**src/hw/rtl/hrlp_pkg.sv**
```systemverilog
// Shared types, constants and helpers for the HTTP request line parser.
// No dependencies; used by hrlp_step and http_request_line_parser_core.
`timescale 1ns / 1ps

package hrlp_pkg;

    localparam int METHOD_MAX  = 8;
    localparam int PATH_MAX    = 512;
    localparam int QUERY_MAX   = 512;
    localparam int VERSION_MAX = 16;

    localparam int CNT_W    = 10;
    localparam int QLEN_MIN = 3;

    localparam logic [7:0] CH_SPACE = 8'h20;
    localparam logic [7:0] CH_QMARK = 8'h3F;
    localparam logic [7:0] CH_CR    = 8'h0D;
    localparam logic [7:0] CH_LF    = 8'h0A;
    localparam logic [7:0] CH_UNDER = 8'h5F;
    localparam logic [7:0] CH_AMP   = 8'h26;
    localparam logic [7:0] CH_EQ    = 8'h3D;
    localparam logic [7:0] CH_NUL   = 8'h00;

    localparam logic [2:0] KIND_NONE    = 3'd0;
    localparam logic [2:0] KIND_METHOD  = 3'd1;
    localparam logic [2:0] KIND_PATH    = 3'd2;
    localparam logic [2:0] KIND_QUERY   = 3'd3;
    localparam logic [2:0] KIND_VERSION = 3'd4;

    localparam logic [2:0] STAT_PROGRESS  = 3'd0;
    localparam logic [2:0] STAT_ACCEPTED  = 3'd1;
    localparam logic [2:0] STAT_BAD_METH  = 3'd2;
    localparam logic [2:0] STAT_BAD_QUERY = 3'd3;
    localparam logic [2:0] STAT_NO_LF     = 3'd4;

    typedef enum logic [5:0] {
        PH_DONE    = 6'b000001,
        PH_METHOD  = 6'b000010,
        PH_PATH    = 6'b000100,
        PH_QUERY   = 6'b001000,
        PH_VERSION = 6'b010000,
        PH_LF      = 6'b100000
    } phase_t;

    typedef struct packed {
        phase_t             phase;
        logic [CNT_W-1:0]   field_count;
        logic [CNT_W-1:0]   query_length;
        logic               query_zero_seen;
        logic               query_chars_ok;
    } parse_state_t;

    typedef struct packed {
        logic [7:0] data_byte;
        logic       first_byte;
    } in_item_t;

    typedef struct packed {
        logic [2:0] field_kind;
        logic [7:0] echo_byte;
        logic [2:0] line_status;
        logic       line_done;
    } out_item_t;

    function automatic logic query_byte_allowed(input logic [7:0] b);
        return (b inside {[8'h41:8'h5A], [8'h61:8'h7A], [8'h30:8'h39]}) ||
               b == CH_UNDER || b == CH_AMP || b == CH_EQ;
    endfunction

endpackage

```
**src/hw/rtl/hrlp_step.sv**
```systemverilog
// Per-byte parse step: next parser state and the result for one byte.
// Pure combinational logic; depends on hrlp_pkg.
`timescale 1ns / 1ps

module hrlp_step (
    input  hrlp_pkg::parse_state_t cur_state,
    input  hrlp_pkg::in_item_t     item,
    output hrlp_pkg::parse_state_t next_state,
    output hrlp_pkg::out_item_t    result
);

    localparam int CW = hrlp_pkg::CNT_W + 1;

    hrlp_pkg::parse_state_t st;
    logic [CW-1:0]          cnt_inc;
    logic [7:0]             b;
    logic [2:0]             kind;
    logic [2:0]             status;
    logic                   stored;
    logic                   q_good;
    logic                   q_chars_new;
    logic [hrlp_pkg::CNT_W-1:0] q_len_new;

    always_comb begin
        b      = item.data_byte;
        st     = cur_state;
        kind   = hrlp_pkg::KIND_NONE;
        status = hrlp_pkg::STAT_PROGRESS;
        stored = 1'b0;

        if (item.first_byte) begin
            st.phase           = hrlp_pkg::PH_METHOD;
            st.field_count     = '0;
            st.query_length    = '0;
            st.query_zero_seen = 1'b0;
            st.query_chars_ok  = 1'b1;
        end

        cnt_inc     = {1'b0, st.field_count} + CW'(1);
        q_len_new   = st.query_length;
        q_chars_new = st.query_chars_ok;
        if (!st.query_zero_seen && b != hrlp_pkg::CH_NUL) begin
            if (st.query_length != {hrlp_pkg::CNT_W{1'b1}}) begin
                q_len_new = st.query_length + hrlp_pkg::CNT_W'(1);
            end
            if (!hrlp_pkg::query_byte_allowed(b)) begin
                q_chars_new = 1'b0;
            end
        end
        q_good = 1'b0;

        case (st.phase)
            hrlp_pkg::PH_METHOD: begin
                if (b == hrlp_pkg::CH_SPACE) begin
                    st.phase       = hrlp_pkg::PH_PATH;
                    st.field_count = '0;
                end else if (!(b inside {[8'h41:8'h5A]})) begin
                    kind     = hrlp_pkg::KIND_METHOD;
                    stored   = 1'b1;
                    status   = hrlp_pkg::STAT_BAD_METH;
                    st.phase = hrlp_pkg::PH_DONE;
                end else begin
                    kind           = hrlp_pkg::KIND_METHOD;
                    stored         = 1'b1;
                    st.field_count = cnt_inc[hrlp_pkg::CNT_W-1:0];
                    if (cnt_inc >= CW'(hrlp_pkg::METHOD_MAX)) begin
                        st.phase       = hrlp_pkg::PH_PATH;
                        st.field_count = '0;
                    end
                end
            end
            hrlp_pkg::PH_PATH: begin
                if (b == hrlp_pkg::CH_SPACE) begin
                    st.phase       = hrlp_pkg::PH_VERSION;
                    st.field_count = '0;
                end else if (b == hrlp_pkg::CH_QMARK) begin
                    st.phase       = hrlp_pkg::PH_QUERY;
                    st.field_count = '0;
                end else begin
                    kind           = hrlp_pkg::KIND_PATH;
                    stored         = 1'b1;
                    st.field_count = cnt_inc[hrlp_pkg::CNT_W-1:0];
                    if (cnt_inc >= CW'(hrlp_pkg::PATH_MAX)) begin
                        st.phase       = hrlp_pkg::PH_VERSION;
                        st.field_count = '0;
                    end
                end
            end
            hrlp_pkg::PH_QUERY: begin
                if (b == hrlp_pkg::CH_SPACE) begin
                    q_good = (st.query_length >= hrlp_pkg::CNT_W'(hrlp_pkg::QLEN_MIN)) &&
                             st.query_chars_ok;
                    st.field_count = '0;
                    st.phase  = q_good ? hrlp_pkg::PH_VERSION : hrlp_pkg::PH_DONE;
                    status    = q_good ? hrlp_pkg::STAT_PROGRESS : hrlp_pkg::STAT_BAD_QUERY;
                end else begin
                    kind   = hrlp_pkg::KIND_QUERY;
                    stored = 1'b1;
                    if (!st.query_zero_seen && b == hrlp_pkg::CH_NUL) begin
                        st.query_zero_seen = 1'b1;
                    end
                    st.query_length   = q_len_new;
                    st.query_chars_ok = q_chars_new;
                    st.field_count    = cnt_inc[hrlp_pkg::CNT_W-1:0];
                    if (cnt_inc >= CW'(hrlp_pkg::QUERY_MAX)) begin
                        q_good = (q_len_new >= hrlp_pkg::CNT_W'(hrlp_pkg::QLEN_MIN)) &&
                                 q_chars_new;
                        st.field_count = '0;
                        st.phase  = q_good ? hrlp_pkg::PH_VERSION : hrlp_pkg::PH_DONE;
                        status    = q_good ? hrlp_pkg::STAT_PROGRESS
                                           : hrlp_pkg::STAT_BAD_QUERY;
                    end
                end
            end
            hrlp_pkg::PH_VERSION: begin
                if (b == hrlp_pkg::CH_CR) begin
                    st.phase       = hrlp_pkg::PH_LF;
                    st.field_count = '0;
                end else begin
                    kind           = hrlp_pkg::KIND_VERSION;
                    stored         = 1'b1;
                    st.field_count = cnt_inc[hrlp_pkg::CNT_W-1:0];
                    if (cnt_inc >= CW'(hrlp_pkg::VERSION_MAX)) begin
                        st.phase       = hrlp_pkg::PH_LF;
                        st.field_count = '0;
                    end
                end
            end
            hrlp_pkg::PH_LF: begin
                status   = (b == hrlp_pkg::CH_LF) ? hrlp_pkg::STAT_ACCEPTED
                                                  : hrlp_pkg::STAT_NO_LF;
                st.phase = hrlp_pkg::PH_DONE;
            end
            default: begin
                st.phase = hrlp_pkg::PH_DONE;
            end
        endcase

        next_state         = st;
        result.field_kind  = kind;
        result.echo_byte   = stored ? b : 8'h00;
        result.line_status = status;
        result.line_done   = (status != hrlp_pkg::STAT_PROGRESS);
    end

endmodule

```
**src/hw/rtl/http_request_line_parser_core.sv**
```systemverilog
// HTTP request line parser: each byte is held in the input register, its result in the result register (two stages).
// Throughput one byte per cycle unless the output stalls (m_ready low); set by the single parse step between the
// input register and the result register, which also updates the parser state.
// Reset (aresetn low, synchronous): both registers empty, parser waiting for a
// first byte. Depends on hrlp_pkg and hrlp_step.
`timescale 1ns / 1ps

module http_request_line_parser_core (
    input  logic                aclk,
    input  logic                aresetn,
    input  logic                s_valid,
    output logic                s_ready,
    input  hrlp_pkg::in_item_t  s_data,
    output logic                m_valid,
    input  logic                m_ready,
    output hrlp_pkg::out_item_t m_data
);

    logic                   in_valid_reg;
    hrlp_pkg::in_item_t     in_data_reg;
    logic                   out_valid_reg;
    hrlp_pkg::out_item_t    out_data_reg;
    hrlp_pkg::parse_state_t state_reg;
    hrlp_pkg::parse_state_t state_next;
    hrlp_pkg::out_item_t    step_out;
    logic                   advance;

    hrlp_step u_step (
        .cur_state  (state_reg),
        .item       (in_data_reg),
        .next_state (state_next),
        .result     (step_out)
    );

    assign advance = in_valid_reg && (!out_valid_reg || m_ready);
    assign s_ready = !in_valid_reg || advance;
    assign m_valid = out_valid_reg;
    assign m_data  = out_data_reg;

    always_ff @(posedge aclk) begin
        if (!aresetn) begin
            in_valid_reg              <= 1'b0;
            out_valid_reg             <= 1'b0;
            state_reg.phase           <= hrlp_pkg::PH_DONE;
            state_reg.field_count     <= '0;
            state_reg.query_length    <= '0;
            state_reg.query_zero_seen <= 1'b0;
            state_reg.query_chars_ok  <= 1'b1;
        end else begin
            if (s_valid && s_ready) begin
                in_valid_reg <= 1'b1;
            end else if (advance) begin
                in_valid_reg <= 1'b0;
            end
            if (advance) begin
                out_valid_reg <= 1'b1;
                state_reg     <= state_next;
            end else if (m_ready) begin
                out_valid_reg <= 1'b0;
            end
        end
    end

    always_ff @(posedge aclk) begin
        if (s_valid && s_ready) begin
            in_data_reg <= s_data;
        end
        if (advance) begin
            out_data_reg <= step_out;
        end
    end

    a_done_matches_status: assert property (@(posedge aclk) disable iff (!aresetn)
        m_valid |-> (m_data.line_done == (m_data.line_status != hrlp_pkg::STAT_PROGRESS)))
        else $error("line_done disagrees with line_status");

    a_no_echo_when_untagged: assert property (@(posedge aclk) disable iff (!aresetn)
        m_valid && m_data.field_kind == hrlp_pkg::KIND_NONE |-> m_data.echo_byte == 8'h00)
        else $error("echo byte set on untagged result");

    a_done_returns_idle: assert property (@(posedge aclk) disable iff (!aresetn)
        advance && step_out.line_done |=> state_reg.phase == hrlp_pkg::PH_DONE)
        else $error("parser not idle after line end");

    a_stalled_item_held: assert property (@(posedge aclk) disable iff (!aresetn)
        in_valid_reg && !advance |=> in_valid_reg && $stable(in_data_reg))
        else $error("input register lost a stalled item");

    a_state_only_on_advance: assert property (@(posedge aclk) disable iff (!aresetn)
        !advance |=> $stable(state_reg))
        else $error("parser state changed without a transfer");

endmodule
```
**config.mk**
```make
export PLATFORM = sky130hd
export DESIGN_NAME = http_request_line_parser_core
export DESIGN_NICKNAME = d
export VERILOG_FILES = /design/src/hw/rtl/hrlp_pkg.sv /design/src/hw/rtl/hrlp_step.sv /design/src/hw/rtl/http_request_line_parser_core.sv
export SDC_FILE = /design/constraint.sdc
export NUM_CORES = 1
export LEC_CHECK = 0
export BUFFER_PORTS_ARGS = -buffer_cell sky130_fd_sc_hd__buf_2
export CORE_MARGIN = 2
export CORE_UTILIZATION = 40
export DETAILED_ROUTE_END_ITERATION = 6
export PLACE_DENSITY = 0.68
export SLEW_MARGIN = 20
export SYNTH_ARGS = -nofsm -noshare
export SYNTH_HDL_FRONTEND = slang
export SYNTH_SLANG_ARGS = --single-unit
```
**constraint.sdc**
```tcl
create_clock -name aclk -period 9.9 [get_ports aclk]
set_input_delay 0.495 -clock aclk [delete_from_list [all_inputs] [get_ports aclk]]
set_output_delay 0.495 -clock aclk [all_outputs]
set_load 0.005 [all_outputs]
```
==> metrics.md, run 1 <==
| Metric | Value |
|---|---|
| Sw frac | 26.3% |
| DR DRC count | 0 |
| Unrepaired setup endpoints after global routing | no |
| Status | finished clean |
| Ratio of cells with drive above 1 in the final layout | 14.2% |
| R2R Setup Slk | 6740 ps |
| Min Clock Period, post-route | 3160 ps |
| Design Area, Final | 0.00362 sq mm |
| Crit path cell chain | buf_4, nand2b_1, inv_1, ha_1, nand4bb_1, a211oi_1, nand4_1, o221ai_1, nand3_1, or3_1, a31oi_1, a21oi_1 |
| R2r worst-path depth | 12 |
| R2R Path End | state_reg[26]$_SDFFE_PN0P_ |
| Seq/Total Area, Yosys | roughly 39% |
| PD cells | 114 mW/mm^2 |
| Die X-Extent | 95.8 um |
| DR pass1 iterations | 5 |
| Clock sink count | 54 |
| Hold crit path type | in -> reg |
| Total number of vias | 2,977 |
| #FFs+latches synth | 54 |
| Wire per inst | 15.1 um |
| Slowest stage cell, crit path | a211oi_1 |
| Root Driver | clkbuf_8 |
| First-pass GRT wire length | 12,400 um |
| CTS hold repair buffers | 0 |
| Synth Area per Inst | 8.64 sq um |
| Clock buffer count from CTS | 5 |
| CTS tree | done |
| Vias per inst | 5.88 |
| Vias in the first global route | 2,661 |
| Fin util | 44.3% |
| Sw Pwr | ~0.11 mW |
| Yosys cell types | 69 |
| Number of buffers added for setup after CTS | 0 |
| Synthesized area | 0.00337 sq mm |
| IO Port Bufs | 29 |
| Comb pwr share | under 10% |
| Tightest hold margin | 341 ps |
| Total Wirelength | 7630 um |
| Final Hold Fails | 0 |
| Placed wire-length estimate | 5340 um |
| Critical Path End Type | register |
| Max_slew headroom | 31.2% |
| Max FO, Critical Path | 56 |
| Area post-placement | 0.00353 sq mm |
| Top_reg_cell synth | dfxtp_1 |
| Reg-to-reg startpoint | in_data_reg[0]$_DFFE_PP_ |
| Ports | 30 |
| H-tree levels | 2 |
| Ys async rst share | 0% |
| Tcrit/Tclk final | 31.9% |
| Slew Viols, Final | 0 |
| Nets | 416 |
| Leakage power total | 1.24 nW |
| Most common cell after layout, fill and taps aside | dfxtp_1 |
| Least-Margin Pin Slew | 1030 ps |
| Register share of total power | 60.0% |
| Initial Utilization | 41.2% |
| Total negative slack | 0 ps |
| Area Overhead vs Synth | 7.35% |
| GP Congestion | between 0.8 and 0.9 |
| Initial DRC count | 275 |
| Critical path launch point | in_data_reg[0]$_DFFE_PP_ |
| Worst vdd ir | 0.0564 mV |
| WP data required | around 10,000 ps |
| GRT overflow | 0 |
| Worst path max stage delay | 460 ps |
| # diodes | 0 |
| Die Area | 0.00918 sq mm |
| Clk pwr share | a little under a third |
| Fmax | 0.317 GHz |
| Critical Path Source Type | register |
| Clk slew on worst S/H paths | approximately 100 ps |
| Worst-skew pair later-pin latency | ~330 ps |
| Initial antenna violation count | 0 |
| Row Count | 33 |
| Cells after Synth | 390 |
| Routed Antenna Nets | 0 |
| Clk buf depth | 2 |
| Critical path class | reg -> reg |
| Total Power | 0.412 mW |
| Syn Nets | between 400 and 500 |
| Most frequent cells in the layout | dfxtp_1, nand2_1, buf_2 |
| Setup Viol. Count Final | 0 |
| Post-CTS sizing | 0 |
| Chip height | approximately 96 um |
| Max cap viols | 0 |
| Core Footprint | a little over 0.008 sq mm |
| Fin Clk Skew | 13.7 ps |
| All-layer global routing usage | 17.2% |
| Fillers | 799 |
| CP Capture Point | state_reg[26]$_SDFFE_PN0P_ |
| Number of flip-flops in the largest register | 28 |
| EDFF count, synth | 24 |
| CP arrival | ~3300 ps |
| Hold_sp | s_data[0] |
| YS warnings | 0 |
| Largest net degree at the start of global routing | 57 |
| Internal | 0.304 mW |
critical path: cells and delay by family, from the launching register on:
family / cells / cell delay, ps
and+or+nand+nor: 5 / 1060
AOI/OAI and AO/OA: 4 / 930
DFF: 1 / 370
buffers and inverters: 2 / 370
adders and majority gates: 1 / 280
worst min path at each step:
stage	end	slack, ps	depth (start not counted)
5_1_grt	in_data_reg[1]$_DFFE_PP_	330	1
3_5_place_dp	state_reg[19]$_SDFFE_PN0P_	500	1
2_1_floorplan	state_reg[0]$_SDFFE_PN1P_	460	2
3_3_place_gp	state_reg[19]$_SDFFE_PN0P_	500	1
4_1_cts	in_data_reg[0]$_DFFE_PP_	340	1
6_report	in_data_reg[0]$_DFFE_PP_	340	1
synth_stat cells, drive strengths merged (3+ instances only):
master,number,share of area [%]
nand2,30,3.6
nor3b,3,0.67
ha,3,1.1
nor2b,22,4.1
nor2,28,3.1
nor3,17,3.0
clkbuf,11,1.2
nand4,10,1.9
a21boi,5,1.1
or4,4,1.0
mux2i,3,0.89
or2,3,0.56
nand2b,8,1.5
o21ai,27,4.1
dfxtp,30,18
and2,8,1.6
a22oi,3,0.67
a21o,6,1.3
a2111oi,3,1.3
a31oi,11,2.0
or3,6,1.1
and3,5,0.93
a21oi,15,2.2
edfxtp,24,21
nor4,9,2.0
buf,16,2.4
inv,15,1.7
o22ai,3,0.56
xnor2,5,1.3
nand3,15,2.2
o211ai,5,1.1
a211oi,3,0.82
through the flow:
stage                     setup slack, ps  std cells
after detailed placement             6790        498
after floorplan                      6540        390
after global routing                 6500        506
after CTS                            6760        506
final                                6740        506
after global placement               6860        498
layer usage:
layer  wire length, um  global-route usage [%]
met4               152                    7.02
met3               279                    2.66
met2              3600                    28.4
met1              3590                    22.6
met5                 0                       0
cell type report:
class / count / area, sq um / area share, %
tap: 105 / 131 / 3.63
clock inverter: 3 / 18.8 / 0.519
inverter: 15 / 56.3 / 1.56
timing repair buffer: 30 / 153 / 4.22
sequential: 54 / 1320 / 36.5
clock buffer: 5 / 68.8 / 1.90
multi-input combinational: 294 / 1870 / 51.7
logic make-up (layout without fill, tap and decap cells):
kind of cell / Yosys count / after routing / synth area share [%]
flops: 54 / 54 / 39.2
compound gates: 105 / 105 / 22.3
fa+ha+maj: 3 / 3 / 1.11
mux: 3 / 3 / 0.891
simple gates: 177 / 177 / 29.6
buf+inv: 42 / 53 / 5.35
xor+xnor: 6 / 6 / 1.56
power groups by stage:
stage	logic, mW	registers (mW)	clock network, mW
2_1_floorplan	0.0275	0.249	0
3_3_place_gp	0.0348	0.252	0
3_5_place_dp	0.0355	0.253	0
4_1_cts	0.0355	0.247	0.132
5_1_grt	0.0396	0.249	0.140
6_report	0.0355	0.248	0.129
No activity file was read; power rests on OpenSTA's default activity.
==> run 2: changes to the inputs <==
clock period = 3.1 ns   (was 9.9 ns; I/O delays follow)
==> run 2 against run 1 <==
  * Die area is the same
  * Final cell count grew 2.0%
  * Via count grew 3.6%
  * Critical path depth shrank 1
  * Total power grew to 3.2 times the previous value
  * Cell area grew 3.3%
  * Routed wire length grew 6.9%
  * Register-to-register slack lost 6500 ps
  * Clock power grew to 3.2 times the previous value
  * Core utilization grew 1.4 points
  * Worst hold slack lost 330 ps
==> metrics.md, run 2 (synthesis gave the netlist of run 1 again) <==
| Metric | Value |
|---|---|
| Status | finished clean |
| IO Port Bufs | 29 |
| Total Wirelength | 8150 um |
| WP data required | between 3000 and 4000 ps |
| Hold_sp | s_data[8] |
| Least-Margin Pin Slew | ~650 ps |
| GRT overflow | 0 |
| GP Congestion | 0.895 |
| Initial Utilization | 41.2% |
| Vias in the first global route | roughly 2,700 |
| Placed cell count | ~500 |
| Critical Path Source Type | register |
| First-pass GRT wire length | 13,700 um |
| Slew Viols, Final | 0 |
| Leakage power total | 1.29 nW |
| Total negative slack | 0 ps |
| GRT met3 Usage | 2.98% |
| Row Count | 33 |
| Clk buf depth | 2 |
| Max FO, Critical Path | 9 |
| CP arrival | 2890 ps |
| Post-Layout Cell Count | 516 |
| Ports | 30 |
| H-tree levels | 2 |
| Max_slew headroom | 55.5% |
| Total Power | 1.33 mW |
| PD cells | 357 mW/mm^2 |
| Root Driver | clkbuf_8 |
| Fillers | 801 |
| Hold Path End | in_data_reg[8]$_DFFE_PP_ |
| Fmax | 0.355 GHz |
| Sequential Area | 0.00132 sq mm |
| Multi-input gate area | 0.00188 sq mm |
| Routed Antenna Nets | 0 |
| Largest net degree at the start of global routing | 39 |
| Met2 Usage GRT | 30.3% |
| Vias per inst | around 6.0 |
| Area Overhead vs Synth | 10.8% |
| Critical path class | reg -> reg |
| Total number of vias | 3,085 |
| Chip height | between 90 and 100 um |
| Met1 Usage GRT | 26.2% |
| Worst vdd ir | between 0.2 and 0.25 mV |
| Unrepaired setup endpoints after global routing | no |
| Reg-to-reg startpoint | in_data_reg[0]$_DFFE_PP_ |
| Number of flip-flops in the largest register | 28 |
| Clock buffer count from CTS | 5 |
| R2r worst-path depth | 11 |
| Nets | 426 |
| Clk slew on worst S/H paths | 110 ps |
| Initial DRC count | 289 |
| # diodes | 0 |
| Ratio of cells with drive above 1 in the final layout | 15.3% |
| Number of buffers added for setup after CTS | 0 |
| Worst-skew pair later-pin latency | 320 ps |
| Tcrit/Tclk final | 90.8% |
| Fin Clk Skew | 13.2 ps |
| Wire per inst | roughly 16 um |
| Critical Path End Type | register |
| All-layer global routing usage | 18.8% |
| DR pass1 iterations | 5 |
| Clock sink count | 54 |
| Max cap viols | 0 |
| DR DRC count | 0 |
| Min-Delay Path Depth | 1 |
| Most frequent cells in the layout | dfxtp_1, nand2_1, buf_2 |
| CTS tree | done |
| GR peak layer | met2 |
| Post-CTS sizing | 0 |
| Die X-Extent | 95.8 um |
| R2R Path End | m_data[0]$_DFFE_PP_ |
| Core Footprint | 0.00818 sq mm |
| Die Area | 0.00918 sq mm |
| Most common cell after layout, fill and taps aside | dfxtp_1 |
| R2R Setup Slk | 290 ps |
| Final Hold Fails | 0 |
| Placed wire-length estimate | 5730 um |
| Min Clock Period, post-route | 2810 ps |
| Setup Viol. Count Final | 0 |
| Initial antenna violation count | 0 |
| Hold crit path type | in -> reg |
[run 2: worst max-delay path: stages, from the launching register on]
cell	delay, ps
edfxtp_1	540
nand2b_1	250
inv_1	70
ha_1	280
nand4bb_1	150
a211oi_2	290
and2_1	270
o221ai_1	140
nand3_1	120
o211ai_1	120
o21ai_2	250
nand3_1	90
[run 2: layout make-up]
cell class / count / area share (%)
Tap cell: 105 / 3.52
Clock buffer: 5 / 1.84
Clock inverter: 3 / 0.603
Sequential cell: 54 / 35.4
Inverter: 15 / 1.51
Multi-Input combinational cell: 294 / 50.3
Timing Repair Buffer: 40 / 6.83
[run 2: per-stage QoR]
step	area [sq um]	utilization, %	worst slack, ps	hold slack (ps)
after floorplan	3380	-	10.6	254
after global placement	3580	43.8	423	332
after detailed placement	3580	43.8	297	333
after CTS	3730	45.6	302	1.10
after global routing	3740	45.7	47.0	1.07
final	3740	45.7	285	9.30
[run 2: power by group]
group / switching [mW] / internal (mW)
sequential: 0.0262 / 0.767
combinational: 0.0730 / 0.0527
clock: 0.252 / 0.163
[run 2: worst max-delay path by stage]
stage                             startpoint                         end  slack [ps]
floorplan           in_data_reg[0]$_DFFE_PP_  state_reg[12]$_SDFFE_PN0P_          10
global placement    in_data_reg[0]$_DFFE_PP_  state_reg[25]$_SDFFE_PN0P_         420
detailed placement  in_data_reg[0]$_DFFE_PP_  state_reg[26]$_SDFFE_PN0P_         300
CTS                 in_data_reg[0]$_DFFE_PP_  state_reg[26]$_SDFFE_PN0P_         300
global route        in_data_reg[0]$_DFFE_PP_         m_data[0]$_DFFE_PP_          50
finish              in_data_reg[0]$_DFFE_PP_         m_data[0]$_DFFE_PP_         290
[run 2: what timing repair did]
action / 4_1_cts / 5_1_grt
setup endpoints to repair: 0 / 0
hold buffers: 5 / 1
hold endpoints to repair: 5 / 1
[run 2: metal layers]
metal | share of wire [%] | up-vias
met5 | 0 | -
met4 | 1.6 | 0
met3 | 5.8 | 11
met2 | 47 | 103
met1 | 45 | 1482
li1 | - | 1489
==> run 3: changes to the inputs <==
MAX_ROUTING_LAYER = met4   (was default)
==> run 3 against run 2 <==
  * Total power is 0.14% lower
  * Critical path depth stayed put
  * Fmax hardly changed
  * Non-clock buffer count stayed put
  * Core utilization stayed put
  * Critical endpoint unchanged
==> metrics.md, run 3 (synthesis gave the netlist of run 1 again) <==
| Metric | Value |
|---|---|
| Total number of vias | 3,070 |
| CTS hold repair buffers | 5 |
| Most frequent cells in the layout | dfxtp_1, nand2_1, buf_2 |
| Internal | 0.983 mW |
| Cell with the most instances on the worst path | nand3_1 |
| Least-Margin Pin Slew | a little over 600 ps |
| Max cap viols | 0 |
| Fmax | 0.355 GHz |
| Fin Clk Skew | 12.5 ps |
| GP Congestion | 0.910 |
| CP delay by family, top | simple AND/OR/NAND/NOR gates |
| H-tree levels | 2 |
| Die Area | 0.00918 sq mm |
| Post-CTS sizing | 0 |
| Status | finished clean |
| Slowest stage cell, crit path | edfxtp_1 |
| Clk buf depth | 2 |
| Ratio of cells with drive above 1 in the final layout | 15.3% |
| Largest net degree at the start of global routing | 39 |
| Initial DRC count | 325 |
| Register share of total power | 59.6% |
| Setup Viol. Count Final | 0 |
| GRT overflow | 0 |
| PD cells | 357 mW/mm^2 |
| Root Driver | clkbuf_8 |
| Fillers | 801 |
| Sw Pwr | 0.350 mW |
| Die X-Extent | 95.8 um |
| All-layer global routing usage | 19.4% |
| Clock buffer count from CTS | 5 |
| Initial antenna violation count | 0 |
| Most common cell after layout, fill and taps aside | dfxtp_1 |
| Hold crit path type | in -> reg |
| Unrepaired setup endpoints after global routing | no |
| CP arrival | approximately 2900 ps |
| CTS tree | done |
| Total Wirelength | 8170 um |
| Critical Path Source Type | register |
| Post-place setup slack | around 300 ps |
| Tightest hold margin | 10.2 ps |
| Critical Path End Type | register |
| Nets | around 430 |
| Multi-input gate area | 0.00188 sq mm |
| Area post-placement | 0.00358 sq mm |
| Core Footprint | 0.00818 sq mm |
| Area Overhead vs Synth | 10.8% |
| Number of flip-flops in the largest register | 28 |
| Leakage power total | 1.29 nW |
| Sw frac | 26.2% |
| Worst path max stage delay | 540 ps |
| Clk pwr share | a little over 30% |
| # diodes | 0 |
| WP buf/inv | 1 |
| Min Clock Period, post-route | 2820 ps |
| Slew Viols, Final | 0 |
| Clock sink count | 54 |
| WP data required | roughly 3200 ps |
| Wire per inst | 15.8 um |
| Chip height | 95.8 um |
| Final Hold Fails | 0 |
| Placed wire-length estimate | 5730 um |
| First-pass GRT wire length | 13,700 um |
| Worst vdd ir | roughly 0.20 mV |
| Final setup margin | 284 ps |
| Ports | 30 |
| Comb pwr share | about a tenth |
| Number of buffers added for setup after CTS | 0 |
| Tcrit/Tclk final | 90.8% |
| Initial Utilization | around two fifths |
| DR pass1 iterations | 5 |
| Critical path class | reg -> reg |
| Max_slew headroom | 58.0% |
| Sequential Area | 0.00132 sq mm |
| Design Area, Final | 0.00374 sq mm |
| Crit path cell chain | nand2b_1, inv_1, ha_1, nand4bb_1, a211oi_2, and2_1, o221ai_1, nand3_1, o211ai_1, o21ai_2, nand3_1 |
| Clk slew on worst S/H paths | 110 ps |
| Row Count | 33 |
| Max FO, Critical Path | 9 |
| Worst-skew pair later-pin latency | about 320 ps |
| DR DRC count | 0 |
| Vias in the first global route | 2,741 |
| Total negative slack | 0 ps |
| Routed Antenna Nets | 0 |
| Vias per inst | 5.95 |
| IO Port Bufs | 29 |
[run 3: cell counts in the layout (fill, tap and decap cells not counted)]
No cell type changed its count.
[run 3: worst reg2reg max path, cell delays in order, from the launching register on]
cell	delay, ps
edfxtp_1	540
nand2b_1	250
inv_1	70
ha_1	280
nand4bb_1	150
a211oi_2	290
and2_1	280
o221ai_1	140
nand3_1	120
o211ai_1	120
o21ai_2	240
nand3_1	90
[run 3: per-stage QoR]
step | instances | utilization [%] | power (mW)
after global placement | 502 | 43.8 | 0.925
after detailed placement | 502 | 43.8 | 0.928
after CTS | 515 | 45.6 | 1.34
final | 516 | 45.7 | 1.33
after global routing | 516 | 45.7 | 1.39
after floorplan | 390 | - | 0.884
[run 3: worst paths after layout]
kind / start / end / slack [ps] / cells past startpoint
max: in_data_reg[0]$_DFFE_PP_ / m_data[0]$_DFFE_PP_ / 280 / 11
min reg2reg: state_reg[19]$_SDFFE_PN0P_ / state_reg[19]$_SDFFE_PN0P_ / 520 / 1
min: s_data[8] / in_data_reg[8]$_DFFE_PP_ / 10 / 1
max reg2reg: in_data_reg[0]$_DFFE_PP_ / m_data[0]$_DFFE_PP_ / 280 / 11
[run 3: routing by layer]
layer / global-route usage, % / share of wire, %
met5: - / 0
met4: 5.48 / 1.6
met3: 2.90 / 5.3
met2: 30.3 / 47
met1: 26.3 / 46
[run 3: layout make-up]
| class | instances | share of cell area [%] |
|---|---|---|
| repair buffers | 40 | 6.83 |
| well taps | 105 | 3.52 |
| flip-flops and latches | 54 | 35.4 |
| clock inverters | 3 | 0.603 |
| inverters | 15 | 1.51 |
| clock buffers | 5 | 1.84 |
| multi-input cells | 294 | 50.3 |
[run 3: power groups by stage]
stage,clock [mW],sequential [mW],combinational [mW]
6_report,0.413,0.794,0.126
5_1_grt,0.453,0.798,0.140
4_1_cts,0.424,0.793,0.124
3_5_place_dp,0,0.809,0.119
3_3_place_gp,0,0.808,0.117
2_1_floorplan,0,0.796,0.0883
